[config.mk]
export PLATFORM = sky130hd
export DESIGN_NAME = b3h_compress
export DESIGN_NICKNAME = d
export VERILOG_FILES = /design/src/sv/assert_macros.svh /design/src/sv/b3h_pkg.sv /design/src/sv/b3h_compress.sv
export SDC_FILE = /design/constraint.sdc
export NUM_CORES = 2
export LEC_CHECK = 0
export ABC_AREA = 1
export BUFFER_PORTS_ARGS = -buffer_cell sky130_fd_sc_hd__buf_2
export CORE_AREA = 2 2 543 545
export CTS_BUF_LIST = sky130_fd_sc_hd__clkbuf_8
export CTS_CLUSTER_SIZE = 30
export DETAILED_ROUTE_END_ITERATION = 7
export DIE_AREA = 0 0 545 547
export GPL_TIMING_DRIVEN = 0
export PLACE_DENSITY_LB_ADDON = 0.1
export SYNTH_ARGS = -nofsm -noshare
export SYNTH_HDL_FRONTEND = slang
export SYNTH_SLANG_ARGS = --single-unit
[constraint.sdc]
create_clock -name clk -period 15.6 [get_ports clk]
set_clock_uncertainty 0.2 [all_clocks]
set_input_delay 3.12 -clock clk [delete_from_list [all_inputs] [get_ports clk]]
set_output_delay 3.12 -clock clk [all_outputs]
set_load 0.005 [all_outputs]
[src/sv/assert_macros.svh]
// Assertion helpers used by the hasher RTL.
`ifndef ASSERT_MACROS_SVH
`define ASSERT_MACROS_SVH

// Check that an implication holds on every clock edge outside reset.
`define ASSERT_IMPL(label, clk, rst_n, ante, cons, msg) \
    label: assert property (@(posedge clk) disable iff (!rst_n) (ante) |-> (cons)) \
        else $error(msg);

// Check that an implication holds in the cycle after its antecedent.
`define ASSERT_NEXT(label, clk, rst_n, ante, cons, msg) \
    label: assert property (@(posedge clk) disable iff (!rst_n) (ante) |=> (cons)) \
        else $error(msg);

`endif

[src/sv/b3h_pkg.sv]
package b3h_pkg;

    localparam int MAX_DEPTH_DEF = 32;
    localparam int BLK_BYTES     = 64;
    localparam int CHUNK_BLOCKS  = 16;
    localparam int ROUNDS        = 7;

    localparam logic [31:0] F_START  = 32'd1;
    localparam logic [31:0] F_END    = 32'd2;
    localparam logic [31:0] F_PARENT = 32'd4;
    localparam logic [31:0] F_ROOT   = 32'd8;

    localparam logic [1:0] KIND_BYTE = 2'd0;
    localparam logic [1:0] KIND_LAST = 2'd1;
    localparam logic [1:0] KIND_END  = 2'd2;
    localparam logic [1:0] KIND_NONE = 2'd3;

    typedef struct packed {
        logic [1:0] kind;
        logic [7:0] data_byte;
    } in_req_t;

    typedef struct packed {
        logic [63:0] digest_word;
        logic [1:0]  word_index;
        logic        last_word;
        logic        overflow;
    } out_req_t;

    typedef logic [31:0] word_t;
    typedef word_t [7:0]  cv_t;
    typedef word_t [15:0] msg_t;

    // Compression request handed to the round engine.
    typedef struct packed {
        cv_t         cv;
        msg_t        m;
        logic [63:0] ctr;
        logic [31:0] len;
        logic [31:0] flags;
    } cmp_req_t;

    function automatic word_t iv_word(input logic [2:0] i);
        word_t w;
        unique case (i)
            3'd0: w = 32'h6A09E667;
            3'd1: w = 32'hBB67AE85;
            3'd2: w = 32'h3C6EF372;
            3'd3: w = 32'hA54FF53A;
            3'd4: w = 32'h510E527F;
            3'd5: w = 32'h9B05688C;
            3'd6: w = 32'h1F83D9AB;
            default: w = 32'h5BE0CD19;
        endcase
        return w;
    endfunction

    function automatic cv_t iv_cv();
        cv_t c;
        for (int i = 0; i < 8; i++) c[i] = iv_word(3'(i));
        return c;
    endfunction

    function automatic logic [3:0] perm(input logic [3:0] i);
        logic [3:0] p;
        unique case (i)
            4'd0: p = 4'd2;   4'd1: p = 4'd6;   4'd2: p = 4'd3;   4'd3: p = 4'd10;
            4'd4: p = 4'd7;   4'd5: p = 4'd0;   4'd6: p = 4'd4;   4'd7: p = 4'd13;
            4'd8: p = 4'd1;   4'd9: p = 4'd11;  4'd10: p = 4'd12; 4'd11: p = 4'd5;
            4'd12: p = 4'd9;  4'd13: p = 4'd14; 4'd14: p = 4'd15; default: p = 4'd8;
        endcase
        return p;
    endfunction

endpackage

[src/sv/b3h_compress.sv]
module b3h_compress
    import b3h_pkg::*;
(
    input  logic     clk,
    input  logic     rst_n,
    input  logic     start,
    input  cmp_req_t req,
    output logic     busy,
    output logic     done,
    output msg_t     result
);

    // One G function per cycle: 8 G steps per round, 7 rounds.
    msg_t        s_reg, s_next;
    msg_t        m_reg, m_next;
    cv_t         cv_reg;
    logic [2:0]  g_reg, g_next;
    logic [2:0]  r_reg, r_next;
    logic        busy_reg, busy_next;
    logic        done_reg, done_next;

    logic [3:0] ia, ib, ic, id;
    word_t a0, b0, c0, d0, a1, b1, c1, d1, a2, b2, c2, d2, x, y;

    always_comb
    begin
        unique case (g_reg)
            3'd0: begin ia = 4'd0; ib = 4'd4; ic = 4'd8;  id = 4'd12; end
            3'd1: begin ia = 4'd1; ib = 4'd5; ic = 4'd9;  id = 4'd13; end
            3'd2: begin ia = 4'd2; ib = 4'd6; ic = 4'd10; id = 4'd14; end
            3'd3: begin ia = 4'd3; ib = 4'd7; ic = 4'd11; id = 4'd15; end
            3'd4: begin ia = 4'd0; ib = 4'd5; ic = 4'd10; id = 4'd15; end
            3'd5: begin ia = 4'd1; ib = 4'd6; ic = 4'd11; id = 4'd12; end
            3'd6: begin ia = 4'd2; ib = 4'd7; ic = 4'd8;  id = 4'd13; end
            default: begin ia = 4'd3; ib = 4'd4; ic = 4'd9; id = 4'd14; end
        endcase
        x  = m_reg[{g_reg, 1'b0}];
        y  = m_reg[{g_reg, 1'b1}];
        a0 = s_reg[ia] + s_reg[ib] + x;
        d0 = s_reg[id] ^ a0; d0 = {d0[15:0], d0[31:16]};
        c0 = s_reg[ic] + d0;
        b0 = s_reg[ib] ^ c0; b0 = {b0[11:0], b0[31:12]};
        a1 = a0 + b0 + y;
        d1 = d0 ^ a1; d1 = {d1[7:0], d1[31:8]};
        c1 = c0 + d1;
        b1 = b0 ^ c1; b1 = {b1[6:0], b1[31:7]};
        a2 = a1; b2 = b1; c2 = c1; d2 = d1;

        s_next    = s_reg;
        m_next    = m_reg;
        g_next    = g_reg;
        r_next    = r_reg;
        busy_next = busy_reg;
        done_next = 1'b0;
        if (start && !busy_reg)
        begin
            for (int i = 0; i < 8; i++) s_next[i] = req.cv[i];
            for (int i = 0; i < 4; i++) s_next[8 + i] = iv_word(3'(i));
            s_next[12] = req.ctr[31:0];
            s_next[13] = req.ctr[63:32];
            s_next[14] = req.len;
            s_next[15] = req.flags;
            m_next     = req.m;
            g_next     = 3'd0;
            r_next     = 3'd0;
            busy_next  = 1'b1;
        end
        else if (busy_reg)
        begin
            s_next[ia] = a2; s_next[ib] = b2; s_next[ic] = c2; s_next[id] = d2;
            g_next = g_reg + 3'd1;
            if (g_reg == 3'd7)
            begin
                for (int i = 0; i < 16; i++) m_next[i] = m_reg[perm(4'(i))];
                r_next = r_reg + 3'd1;
                if (r_reg == 3'(ROUNDS - 1))
                begin
                    busy_next = 1'b0;
                    done_next = 1'b1;
                end
            end
        end
    end

    always_ff @(posedge clk or negedge rst_n)
    begin
        if (!rst_n)
        begin
            busy_reg <= 1'b0;
            done_reg <= 1'b0;
            g_reg    <= 3'd0;
            r_reg    <= 3'd0;
        end
        else
        begin
            busy_reg <= busy_next;
            done_reg <= done_next;
            g_reg    <= g_next;
            r_reg    <= r_next;
        end
    end

    always_ff @(posedge clk)
    begin
        s_reg <= s_next;
        m_reg <= m_next;
        if (start && !busy_reg) cv_reg <= req.cv;
    end

    always_comb
    begin
        for (int i = 0; i < 8; i++)
        begin
            result[i]     = s_reg[i] ^ s_reg[i + 8];
            result[i + 8] = s_reg[i + 8] ^ cv_reg[i];
        end
    end

    assign busy = busy_reg;
    assign done = done_reg;

endmodule

Word level (Yosys, flattened, before mapping)
Index checks and enable logic that the tools add are counted.

word-level totals
  output and inout bits = 514
  flip-flop bits (word level) = 1288
  word-level logic and storage cells = 254

cells by class
  muxes and demuxes = 126
  reduce and logical (&&, ||, !) cells = 22
  eq/ne operators = 8
  $add $sub $neg = 8
  bitwise logic cells = 20
  $lt $le $gt $ge = 26

operators by type and width
  cell                   number
  $bmux W32 S4           20
  $mux W512              5
  $bwmux W512            4
  $mux W32               26
  $xor A32 B32 Y32       20
  $demux W32 S4          4
  $add A32 B32 Y32       6
  $bmux W32 S3           2
  $mux W4                48
  $lt A4 B5 Y1 const B   22
  $pmux W2 S3            4
  $reduce_or A2 Y1       12
  $ge A4 B1 Y1 const B   4
  $eq A3 B3 Y1 const B   5
  $mux W3                5
  $mux W1                8
  $add A3 B1 Y3 const B  2
  $eq A3 B2 Y1 const B   2
  $logic_and A1 B1 Y1    5
  $reduce_bool A2 Y1     2
  $eq A3 B1 Y1 const B   1
  $logic_not A3 Y1       1
  $reduce_and A2 Y1      1
  $logic_not A1 Y1       1

Logic depth before layout (Yosys ltp)
  depth in word-level cells = 20
  mapped depth = 84
  depth with buffers taken out = 79

Worst setup path after synthesis
Ideal clock, no wire load.

  path kind = input port to flip-flop
  start = input start
  end = register m_reg[0] (netlist name), enable pin
  stages = 7
  library setup time = 3.682 ns
  arrival = 12.499 ns
  slack = -0.782 ns
  cell sequence = inv_1 > nor2_1 > inv_1 > clkbuf_1 > clkbuf_1 > clkbuf_1 > nand2_1

between the ends
  word-level cells in the longest chain between the ends = 3
  elaborated cells on any way between the ends = 4
  those cells by class = 4 x reduce/logical

ends and longest elaborated chain
  what                             line                 RTL
  start: declaration               b3h_compress.sv:6    input logic start,
  $logic_and A1 B1 Y1 (*)          b3h_compress.sv:55   if (start && !busy_reg)
  $reduce_bool A2 Y1 (no line)     -
  $reduce_and A2 Y1 (no line) (*)  -
  end signal: assignment           b3h_compress.sv:106  m_reg <= m_next;
  end: declaration                 b3h_compress.sv:15   msg_t m_reg, m_next;

Every way passes the cells marked *; elsewhere a longest branch is shown, timed or not.
A chain may end at the register's enable or synchronous reset.

==> metrics <==
fraction of the yosys area taken by sequential cells 0.5216; nets in the synthesized netlist 9044; critical path required time 16.23 ns; Crit Path Category flop to flop; total congestion overflow 0; worst path arrival time 16.07 ns; Initial DRC Count 8904; violated checks capacitance limit, slew limit; core region area 292600 µm²; buffer type at the clock tree root sky130_fd_sc_hd__clkbuf_8; delay contributed by the slowest stage of the critical path 1.07 ns; first-pass GRT wire length 665200 µm; clock tree from TritonCTS built; total clock buffers created by CTS 245; H-tree depth 4; total half-perimeter wirelength after legalization and detailed placement 433700 µm; type of the most critical hold path flop to flop; maximum capacitance violations 4; via total after detailed routing 71650; type of element capturing the critical path flop; Final Util 0.3105; Primary FF master, synth sky130_fd_sc_hd__edfxtp_1; post-layout min period 15.44 ns; Syn Std Cell Area 71620 µm²; clk sink count 1288; Max Clk Rate 64.77 MHz; remaining antenna violation count 0; CP bufs+invs 10; chip height 547 µm; overall die width 545 µm; pin count of the biggest net entering global routing 94; largest cells by area after synthesis sky130_fd_sc_hd__edfxtp_1 48%, sky130_fd_sc_hd__nand2_1 15%, sky130_fd_sc_hd__xor2_1 7.3%, sky130_fd_sc_hd__dfxtp_1 3.6%, sky130_fd_sc_hd__o21ai_0 3.5%; clock network latency to the later pin of the worst-skew pair 1.13 ns; vias in the first global route 68950; setup repair after global routing missed its margin yes; post-synth top area share 0.4830; Final Hold Viols 0; most frequent cell after synthesis sky130_fd_sc_hd__nand2_1; crit-path leading delay family simple AND/OR/NAND/NOR gates; IO Pins 1413; cell taking the most area after synthesis sky130_fd_sc_hd__edfxtp_1; total of buffers placed on input and output ports 1412; final setup vio count 0; cell occurring most often along the worst timing path sky130_fd_sc_hd__nand2_1; max-slew violations 10; total length of routed wires 525000 µm; clock tree buffer depth 4; average vias per placed instance 5.175; area growth from synthesis to layout 26.84%; number of antenna violations at the first check in global routing 133; number of remaining DRC errors 0; number of storage elements in the synthesis netlist 1288; DR pass1 iterations 6; remaining max-slew budget at the tightest pin -0.08913; post-synthesis cell type count 66; drt wl/cell 37.92 µm; overall global routing resource usage 0.3390; hold bufs inserted after CTS 0; slowest cell on the critical path sky130_fd_sc_hd__clkbuf_1; startpoint type of the worst setup path flop; gate count of the mapped netlist 7950; CP Max Fanout 10; share of cells above drive strength 1 0.2163; asr flop ratio synth 0.006211; actual slew at the worst max-slew pin 1.634 ns; final worst-path cycle share 0.9898; clock transition at the registers of the reported paths 0.06 ns; Synth Warn # 0; total die area 298100 µm²; Nets 10790; status finished with violations; setup TNS 0 ns; average cell area after synthesis 9.009 µm²; Site Rows 199; starting density of the core 0.2448; synth cell count leaders 2920 x sky130_fd_sc_hd__nand2_1, 1152 x sky130_fd_sc_hd__edfxtp_1, 597 x sky130_fd_sc_hd__xor2_1; Post-synth EDFFs 1152; placer's final routability congestion estimate 1.056
## cell usage in the layout, fill, tap and decap left out, drive strengths merged, types with 44 or more instances in the layout
cell type	count
ha	129
buf	1551
fa	66
o22ai	167
a21oi	215
clkbuf	579
clkinv	74
a221oi	44
xnor2	53
inv	609
nor2	347
nand2	2949
nand3	352
xor2	602
a32o	45
o21ai	518
dfxtp	128
edfxtp	1152
## metrics by stage
stage	instances	cell area, µm²	hold slack [ns]	worst slack [ns]
2_1_floorplan	7950	71620	0.2339	3.664
3_3_place_gp	13280	83590	0.2650	-9.139
3_5_place_dp	13340	84670	0.2698	-6.219
4_1_cts	13800	90340	0.2828	-0.02237
5_1_grt	13830	90800	0.3257	-0.04959
6_report	13850	90840	0.2787	0.1597
## timing repair
| item | in CTS | in global routing |
|---|---|---|
| pin swaps | 9 | 9 |
| setup buffers | 18 | 11 |
| gates resized for setup | 208 | 87 |
| endpoints found under the setup margin | 484 | 155 |
## logic make-up after synthesis
logic type,count (synthesis),share of synthesized area
AOI/OAI and AO/OA,1184,0.1002
xor gates and xnor gates,655,0.08110
adders and majority gates,195,0.04098
buffers and inverters,883,0.04678
DFF,1288,0.5216
and+or+nand+nor,3745,0.2093
## cell type report
| class | count | area (µm²) |
|---|---|---|
| Antenna cell | 36 | 90.09 |
| Fill cell | 31690 | 201700 |
| Clock inverter | 186 | 889.6 |
| Clock buffer | 261 | 3592 |
| Tap cell | 3919 | 4903 |
| Sequential cell | 1288 | 37360 |
| Multi-Input combinational cell | 5779 | 32310 |
| Inverter | 507 | 1918 |
| Buffer | 375 | 1612 |
| Timing Repair Buffer | 1496 | 8164 |
## path summary, 6_finish.rpt
path	start	to	slack, ns	cells past startpoint
worst min-delay path	r_reg[2]$_DFFE_PN0P_	r_reg[2]$_DFFE_PN0P_	0.28	1
max in group asynchronous	rst_n	g_reg[1]$_DFFE_PN0P_	13.29	1
worst max-delay path	g_reg[2]$_DFFE_PN0P_	s_reg[243]$_DFFE_PP_	0.16	55
worst max register to register	g_reg[2]$_DFFE_PN0P_	s_reg[243]$_DFFE_PP_	0.16	55
worst min register to register	r_reg[2]$_DFFE_PN0P_	r_reg[2]$_DFFE_PN0P_	0.28	1
min in group asynchronous	rst_n	r_reg[2]$_DFFE_PN0P_	1.72	1
## routing by layer
layer,track usage,up-vias,share of wire
met5,0,-,0.00016
met4,0.1470,14,0.052
met3,0.05103,922,0.075
met2,0.5780,4555,0.48
met1,0.4226,35870,0.39
li1,-,30290,-
Power is left out: the tool's default activity adds up to more than one toggle a clock period on the data nets, which glitch-free logic cannot reach.
